===== src/sv/dit_pkg.sv =====
// shared types and constants for the disjoint interval tracker
// no dependencies; imported by dit_map, dit_ctrl and disjoint_interval_tracker
package dit_pkg;

  // field widths
  localparam int VALUE_W     = 7;
  localparam int IN_TDATA_W  = 8;
  localparam int OUT_TDATA_W = 16;
  localparam int OUT_PAD_W   = OUT_TDATA_W - 2 * VALUE_W;
  localparam int IN_PAD_W    = IN_TDATA_W - VALUE_W;

  // operation codes carried on in_tuser
  localparam logic OP_ADD    = 1'b0;
  localparam logic OP_REPORT = 1'b1;

endpackage


===== src/sv/dit_map.sv =====
// presence map: one bit per value, single write port, single read port
// registered read data, valid in the cycle after the read; depends on dit_pkg
module dit_map
  import dit_pkg::*;
#(
  parameter int DEPTH = 128,
  parameter int AW    = 7
) (
  input  logic          clk,
  input  logic          we,
  input  logic [AW-1:0] waddr,
  input  logic          wdata,
  input  logic          re,
  input  logic [AW-1:0] raddr,
  output logic          rdata
);

  logic mem [DEPTH];
  logic rdata_r;

  always_ff @(posedge clk) begin
    if (we) begin
      mem[waddr] <= wdata;
    end
    if (re) begin
      rdata_r <= mem[raddr];
    end
  end

  assign rdata = rdata_r;

endmodule


===== src/sv/dit_ctrl.sv =====
// sequencer: clearing pass, adds, report walk over the map and result register
// depends on dit_pkg; drives the ports of dit_map
module dit_ctrl
  import dit_pkg::*;
#(
  parameter int VALUE_COUNT = 128,
  parameter int AW          = 7
) (
  input  logic               clk,
  input  logic               rst_n,
  input  logic               in_tvalid,
  output logic               in_tready,
  input  logic               in_op,
  input  logic [VALUE_W-1:0] in_value,
  output logic               mem_we,
  output logic [AW-1:0]      mem_waddr,
  output logic               mem_wdata,
  output logic               mem_re,
  output logic [AW-1:0]      mem_raddr,
  input  logic               mem_rdata,
  output logic               out_tvalid,
  input  logic               out_tready,
  output logic [VALUE_W-1:0] out_start,
  output logic [VALUE_W-1:0] out_end,
  output logic               out_last,
  output logic               out_empty
);

  typedef enum logic [2:0] {
    ST_CLEAR, ST_IDLE, ST_RD, ST_EV, ST_FIN, ST_DONE
  } state_t;

  localparam logic [AW-1:0]    IDX_LAST = AW'(VALUE_COUNT - 1);
  localparam logic [VALUE_W:0] VAL_LIM  = (VALUE_W + 1)'(VALUE_COUNT);

  state_t             state_r, state_nxt;
  logic [AW-1:0]      idx_r, idx_nxt;
  logic               in_run_r, in_run_nxt;
  logic [AW-1:0]      start_r, start_nxt;
  logic [AW-1:0]      end_r, end_nxt;
  logic               held_v_r, held_v_nxt;
  logic [AW-1:0]      hstart_r, hstart_nxt;
  logic [AW-1:0]      hend_r, hend_nxt;
  logic               out_v_r, out_v_nxt;
  logic [VALUE_W-1:0] ostart_r, ostart_nxt;
  logic [VALUE_W-1:0] oend_r, oend_nxt;
  logic               olast_r, olast_nxt;
  logic               oempty_r, oempty_nxt;

  logic out_free;
  logic bit_in;
  logic closing;
  logic need_push;
  logic in_range;

  always_comb begin
    state_nxt  = state_r;
    idx_nxt    = idx_r;
    in_run_nxt = in_run_r;
    start_nxt  = start_r;
    end_nxt    = end_r;
    held_v_nxt = held_v_r;
    hstart_nxt = hstart_r;
    hend_nxt   = hend_r;
    out_v_nxt  = out_v_r;
    ostart_nxt = ostart_r;
    oend_nxt   = oend_r;
    olast_nxt  = olast_r;
    oempty_nxt = oempty_r;

    mem_we    = 1'b0;
    mem_waddr = idx_r;
    mem_wdata = 1'b0;
    mem_re    = 1'b0;
    mem_raddr = idx_r;

    out_free  = !out_v_r || out_tready;
    // past the top of the map the walk sees an absent value
    bit_in    = (state_r == ST_EV) ? mem_rdata : 1'b0;
    closing   = in_run_r && !bit_in;
    need_push = closing && held_v_r;
    in_range  = {1'b0, in_value} < VAL_LIM;

    if (out_tready) begin
      out_v_nxt = 1'b0;
    end

    case (state_r)
      ST_CLEAR: begin
        mem_we = 1'b1;
        if (idx_r == IDX_LAST) begin
          idx_nxt   = '0;
          state_nxt = ST_IDLE;
        end else begin
          idx_nxt = idx_r + 1'b1;
        end
      end
      ST_IDLE: begin
        if (in_tvalid) begin
          if (in_op == OP_REPORT) begin
            idx_nxt    = '0;
            in_run_nxt = 1'b0;
            held_v_nxt = 1'b0;
            state_nxt  = ST_RD;
          end else if (in_range) begin
            mem_we    = 1'b1;
            mem_waddr = in_value[AW-1:0];
            mem_wdata = 1'b1;
          end
        end
      end
      ST_RD: begin
        mem_re    = 1'b1;
        state_nxt = ST_EV;
      end
      ST_EV, ST_FIN: begin
        // the run held back is not last once another run closes
        if (!(need_push && !out_free)) begin
          if (need_push) begin
            out_v_nxt  = 1'b1;
            ostart_nxt = VALUE_W'(hstart_r);
            oend_nxt   = VALUE_W'(hend_r);
            olast_nxt  = 1'b0;
            oempty_nxt = 1'b0;
          end
          if (closing) begin
            held_v_nxt = 1'b1;
            hstart_nxt = start_r;
            hend_nxt   = end_r;
            in_run_nxt = 1'b0;
          end
          if (bit_in) begin
            if (!in_run_r) begin
              start_nxt = idx_r;
            end
            end_nxt    = idx_r;
            in_run_nxt = 1'b1;
          end
          if (state_r == ST_FIN) begin
            state_nxt = ST_DONE;
          end else if (idx_r == IDX_LAST) begin
            state_nxt = ST_FIN;
          end else begin
            idx_nxt   = idx_r + 1'b1;
            state_nxt = ST_RD;
          end
        end
      end
      ST_DONE: begin
        if (out_free) begin
          out_v_nxt  = 1'b1;
          ostart_nxt = held_v_r ? VALUE_W'(hstart_r) : '0;
          oend_nxt   = held_v_r ? VALUE_W'(hend_r) : '0;
          olast_nxt  = 1'b1;
          oempty_nxt = !held_v_r;
          held_v_nxt = 1'b0;
          state_nxt  = ST_IDLE;
        end
      end
      default: begin
        state_nxt = ST_IDLE;
      end
    endcase
  end

  always_ff @(posedge clk) begin
    if (!rst_n) begin
      state_r  <= ST_CLEAR;
      idx_r    <= '0;
      in_run_r <= 1'b0;
      held_v_r <= 1'b0;
      out_v_r  <= 1'b0;
    end else begin
      state_r  <= state_nxt;
      idx_r    <= idx_nxt;
      in_run_r <= in_run_nxt;
      held_v_r <= held_v_nxt;
      out_v_r  <= out_v_nxt;
    end
    start_r  <= start_nxt;
    end_r    <= end_nxt;
    hstart_r <= hstart_nxt;
    hend_r   <= hend_nxt;
    ostart_r <= ostart_nxt;
    oend_r   <= oend_nxt;
    olast_r  <= olast_nxt;
    oempty_r <= oempty_nxt;
  end

  assign in_tready  = (state_r == ST_IDLE);
  assign out_tvalid = out_v_r;
  assign out_start  = ostart_r;
  assign out_end    = oend_r;
  assign out_last   = olast_r;
  assign out_empty  = oempty_r;

endmodule


===== src/sv/disjoint_interval_tracker.sv =====
// top level of the disjoint interval tracker: stream ports, map and sequencer
// depends on dit_pkg, dit_map and dit_ctrl
//
// Keeps a one-bit presence map over the values 0 .. VALUE_COUNT-1 in a
// synchronous memory. An add transaction (in_tuser = 0) sets the bit of its
// value and gives no result; values at or above VALUE_COUNT are dropped. A
// report transaction (in_tuser = 1) walks the whole map, each entry taking
// a read state and then an evaluate state on the single read port, and
// sends each maximal run of present values as a start/end pair in
// ascending order, out_tlast marking the final run. An empty map gives
// one result with out_tuser (empty) set and zero start and end. The walk
// pauses while the result side stalls, and in_tready stays low until the
// report ends. After reset a clearing pass writes every entry to zero with
// in_tready low. One finished run is held back so that out_tlast can be
// set on it once the walk reaches the end of the map.
module disjoint_interval_tracker
  import dit_pkg::*;
#(
  parameter int VALUE_COUNT = 128
) (
  input  logic                   clk,
  input  logic                   rst_n,
  // input channel
  input  logic                   in_tvalid,
  output logic                   in_tready,
  input  logic [IN_TDATA_W-1:0]  in_tdata,   // [6:0] value, [7] zero
  input  logic                   in_tuser,   // [0] op: 0 add, 1 report
  // result channel
  output logic                   out_tvalid,
  input  logic                   out_tready,
  output logic [OUT_TDATA_W-1:0] out_tdata,  // [6:0] run_start, [13:7] run_end, [15:14] zero
  output logic                   out_tlast,  // final result of a report
  output logic                   out_tuser   // [0] empty_res
);

  localparam int AW = $clog2(VALUE_COUNT);

  // map port signals
  logic          mem_we;
  logic [AW-1:0] mem_waddr;
  logic          mem_wdata;
  logic          mem_re;
  logic [AW-1:0] mem_raddr;
  logic          mem_rdata;

  logic [VALUE_W-1:0] run_start;
  logic [VALUE_W-1:0] run_end;

  dit_map #(
    .DEPTH (VALUE_COUNT),
    .AW    (AW)
  ) u_map (
    .clk   (clk),
    .we    (mem_we),
    .waddr (mem_waddr),
    .wdata (mem_wdata),
    .re    (mem_re),
    .raddr (mem_raddr),
    .rdata (mem_rdata)
  );

  dit_ctrl #(
    .VALUE_COUNT (VALUE_COUNT),
    .AW          (AW)
  ) u_ctrl (
    .clk        (clk),
    .rst_n      (rst_n),
    .in_tvalid  (in_tvalid),
    .in_tready  (in_tready),
    .in_op      (in_tuser),
    .in_value   (in_tdata[VALUE_W-1:0]),
    .mem_we     (mem_we),
    .mem_waddr  (mem_waddr),
    .mem_wdata  (mem_wdata),
    .mem_re     (mem_re),
    .mem_raddr  (mem_raddr),
    .mem_rdata  (mem_rdata),
    .out_tvalid (out_tvalid),
    .out_tready (out_tready),
    .out_start  (run_start),
    .out_end    (run_end),
    .out_last   (out_tlast),
    .out_empty  (out_tuser)
  );

  // pack the result transaction, start in the lowest bits
  assign out_tdata = {{OUT_PAD_W{1'b0}}, run_end, run_start};

`ifndef ASSERT_OFF
  // the map is never written and read in the same cycle
  a_no_rw_overlap: assert property (@(posedge clk) disable iff (!rst_n)
    !(mem_we && mem_re))
    else $error("map written and read in the same cycle");

  // no map read while new transactions are taken
  a_idle_no_read: assert property (@(posedge clk) disable iff (!rst_n)
    in_tready |-> !mem_re)
    else $error("map read while accepting input");

  // an empty report is always a single, final result
  a_empty_is_last: assert property (@(posedge clk) disable iff (!rst_n)
    (out_tvalid && out_tuser) |-> (out_tlast && run_start == '0 && run_end == '0))
    else $error("empty result not marked last or not zero");

  // a run never ends before it starts
  a_run_order: assert property (@(posedge clk) disable iff (!rst_n)
    (out_tvalid && !out_tuser) |-> (run_start <= run_end))
    else $error("run end below run start");
`endif

endmodule

===== config.mk =====
export PLATFORM = sky130hd
export DESIGN_NAME = disjoint_interval_tracker
export DESIGN_NICKNAME = d
export VERILOG_FILES = /design/src/sv/dit_pkg.sv /design/src/sv/dit_map.sv /design/src/sv/dit_ctrl.sv /design/src/sv/disjoint_interval_tracker.sv
export SDC_FILE = /design/constraint.sdc
export NUM_CORES = 1
export LEC_CHECK = 0
export BUFFER_PORTS_ARGS = -buffer_cell sky130_fd_sc_hd__buf_2
export CORE_AREA = 5 5 170 90
export CTS_CLUSTER_SIZE = 24
export DETAILED_ROUTE_END_ITERATION = 8
export DIE_AREA = 0 0 175 95
export PLACE_DENSITY = 0.8
export SLEW_MARGIN = 40
export SYNTH_ARGS = -nofsm -noshare
export SYNTH_HDL_FRONTEND = slang
export SYNTH_SLANG_ARGS = --single-unit
export TNS_END_PERCENT = 5

===== constraint.sdc =====
create_clock -name clk -period 4.4 [get_ports clk]
set_input_delay 0 -clock clk [delete_from_list [all_inputs] [get_ports clk]]
set_output_delay 0 -clock clk [all_outputs]
set_load 0.01 [all_outputs]

==> results.sh <==
export IMPL_n_antenna_cell=0
export IMPL_final_layout_size_suffix_gt1_frac=0.197
export IMPL_grt_pass1_vias=5134
export IMPL_antenna_left=0
export IMPL_grt_total_usage=0.233
export IMPL_whs_path_depth=4
export IMPL_nNetsFinal=661
export IMPL_yosysUniqueCellTypes=71
export IMPL_totalWireLength_um=18400
export IMPL_portBuffers=29
export IMPL_drt_wirelength_per_cell_um=21.9
export IMPL_rsz0062_at_grt="no"
export IMPL_fin_cells=841
export IMPL_final_common_cell="edfxtp_1"
export IMPL_num_fill_cells=949
export IMPL_critPathSlowestCell="dfxtp_1"
export IMPL_crit_chain="or3b_1, or2_4, clkinv_2, buf_4, nor3_1, o21ai_2, and3b_1"
export IMPL_reg2reg_slack_ns=0.94
export IMPL_hold_violations=0
export IMPL_grt_overflow_total=0
export IMPL_relSlewSlack=0.397
export IMPL_path_class="reg2reg"
export IMPL_synth_seq_cells=186
export IMPL_setup_viol=0
export IMPL_cts_tree="built"
export IMPL_die_area_um2=16600
export IMPL_skew_ns=0.00913
export IMPL_reg2reg_depth=7
export IMPL_dp_cells=806
export IMPL_hold_end="u_ctrl.held_v_r"
export IMPL_yosysWarnings=0
export IMPL_initial_core_util=0.606
export IMPL_ir_worst_vdd_v=0.000234
export IMPL_async_flop_share=0
export IMPL_clockBufferDepth=2
export IMPL_p_leak_nw=3.01
export IMPL_synth_cells=618
export IMPL_power_density_nw_per_um2=489
export IMPL_first_iter_violations=720
export IMPL_synth_area_um2=8420
export IMPL_h_tree_depth=4
export IMPL_status="completed"
export IMPL_dp_hpwl_um=11500
export IMPL_crit_family="simple AND/OR/NAND/NOR gates"
export IMPL_path_clk_slew_ns=0.08
export IMPL_synth_edf_count=173
export IMPL_routed_via_count=5338
export IMPL_first_pass_iters=6
export IMPL_syn_avg_cell_area_um2=13.6
export IMPL_die_h_um=95
export IMPL_numCtsBuffers=17
export IMPL_synth_area_leader_cell="edfxtp_1"
export IMPL_placed_area_um2=8730
export IMPL_finalCritPeriodShare=0.787
export IMPL_synth_area_leaders="edfxtp_1, nor2_1, mux4_2"
export IMPL_io_pins=33
export IMPL_cp_end_kind="flip-flop"
export IMPL_clk_latency_ns=0.44
export IMPL_mostFrequentLayoutCells="edfxtp_1, nor2_1, buf_2"
export IMPL_worstSetupStartpoint="u_ctrl.state_r[0]"
export IMPL_cp_max_fo=49
export IMPL_tightest_slew_ns=0.902
export IMPL_design_area_um2=9380
export IMPL_clock_fmax_mhz=289
export IMPL_drv_slew=0
export IMPL_synthFlopType="edfxtp_1"
export IMPL_antenna_found_initial=0
export IMPL_routed_via_density=6.35
export IMPL_tns_ns=0
export IMPL_yosysTopAreaCellShare=0.617
export IMPL_areaGrowthSynthToFinish_pct=11.4
export IMPL_min_path_type="in2reg"
export IMPL_critPathLaunchType="flip-flop"
export IMPL_core_area_um2=13900
export IMPL_clock_root_buffer="clkbuf_16"
export IMPL_gp_congestion=0.901
export IMPL_r2r_start="u_ctrl.state_r[0]"
export IMPL_maxCapViolations=0
export IMPL_fin_crit_ns=3.46
export IMPL_cts_sinks=186
export IMPL_crit_path_max_incr_delay_ns=0.67
export IMPL_grt_pass1_wl_um=28700
export IMPL_post_cts_buffers=0
export IMPL_grt_start_max_net_pins=57
export IMPL_die_w_um=175
export IMPL_hp_start="in_tuser"
export IMPL_path_buf_inv=2
export IMPL_cp_arrival_ns=3.67
export IMPL_ys_seq_area_frac=0.648
export IMPL_critical_path_required_ns=4.61
export IMPL_fp_row_count=31
export IMPL_drc=0
export IMPL_r2r_end="u_map.mem[110]"
==> flip-flops by register name, summed over array words and instances (netlist names) <==
register	flops
u_ctrl.state_r	3
u_ctrl.held_v_r	1
u_ctrl.out_end	7
u_ctrl.out_empty	1
u_ctrl.out_last	1
u_ctrl.start_r	7
u_ctrl.mem_raddr	7
u_ctrl.hend_r	7
u_map.mem	128
u_ctrl.in_run_r	1
u_ctrl.hstart_r	7
u_ctrl.out_start	7
u_map.rdata	1
u_ctrl.out_tvalid	1
u_ctrl.end_r	7
==> worst register-to-register path, delay by kind of cell, from the launching register on <==
| kind | cells | cell delay, ns |
|---|---|---|
| DFF | 1 | 0.67 |
| and+or+nand+nor | 4 | 1.26 |
| buffers and inverters | 2 | 0.96 |
| AOI/OAI and AO/OA | 1 | 0.34 |
==> synthesized netlist by cell type, types with 6 or more instances <==
master    count
nand3_1      12
buf_2        13
nor2_1      146
a21oi_1      10
clkbuf_1     12
inv_1         7
nand3b_1      9
dfxtp_1      13
nor3_1       10
nor2b_1      23
nand2_1      28
mux2i_1      22
a31oi_1       6
edfxtp_1    173
nand2_8       7
mux4_2       22
==> cell type report <==
cell class,instances,area (um2),area share
clock buffers,17,425,0.0454
clock inverters,15,189,0.0202
inverters,8,31.3,0.00334
multi-input cells,390,2760,0.294
flip-flops and latches,186,5460,0.582
well taps,181,226,0.0242
repair buffers,44,288,0.0307
==> where the power goes <==
part | leakage [nW] | total [mW] | switching (mW) | internal [mW]
Clock | 0.297 | 1.56 | 0.782 | 0.781
Sequential | 1.69 | 2.09 | 0.0929 | 1.99
Combinational | 1.02 | 0.937 | 0.582 | 0.355
==> cell families (layout without fill, tap and decap cells) <==
| logic type | after synthesis | after routing | synth area share |
|---|---|---|---|
| flops | 186 | 186 | 0.648 |
| other cells | 1 | 2 | 0.000446 |
| xor+xnor | 5 | 5 | 0.00520 |
| buf+inv | 43 | 84 | 0.0262 |
| simple gates | 271 | 271 | 0.166 |
| mux | 47 | 47 | 0.0904 |
| fa+ha+maj | 1 | 1 | 0.00149 |
| compound gates | 64 | 64 | 0.0624 |
==> through the flow <==
stage	setup WS (ns)	total power [mW]	utilization	hold WS, ns
after floorplan	1.76	2.75	-	0.133
after global placement	1.20	3.01	0.628	0.290
after detailed placement	1.03	3.04	0.629	0.297
after CTS	1.01	4.58	0.675	0.00813
after global routing	0.750	4.74	0.675	0.0606
final	0.936	4.59	0.675	0.0309
==> metal layers <==
layer,global-route usage,up-vias,share of wire
met5,0,-,0
met3,0.0720,54,0.12
met4,0.0627,0,0.021
li1,-,2357,-
met1,0.340,2613,0.43
met2,0.344,314,0.44
==> how the worst max path moves through the flow <==
stage                           to  slack [ns]  cells after the start
global placement    u_map.mem[110]        1.20                      7
global route        u_map.mem[110]        0.75                      7
detailed placement  u_map.mem[110]        1.03                      7
finish              u_map.mem[110]        0.94                      7
floorplan           u_map.mem[115]        1.76                      9
CTS                 u_map.mem[110]        1.01                      7
==> repair_timing <==
| item | in CTS | in global routing |
|---|---|---|
| endpoints found under the hold margin | 13 | 0 |
| hold buffers | 2 | 0 |
| resized for setup | 0 | 0 |
No activity file was read; power rests on OpenSTA's default activity.
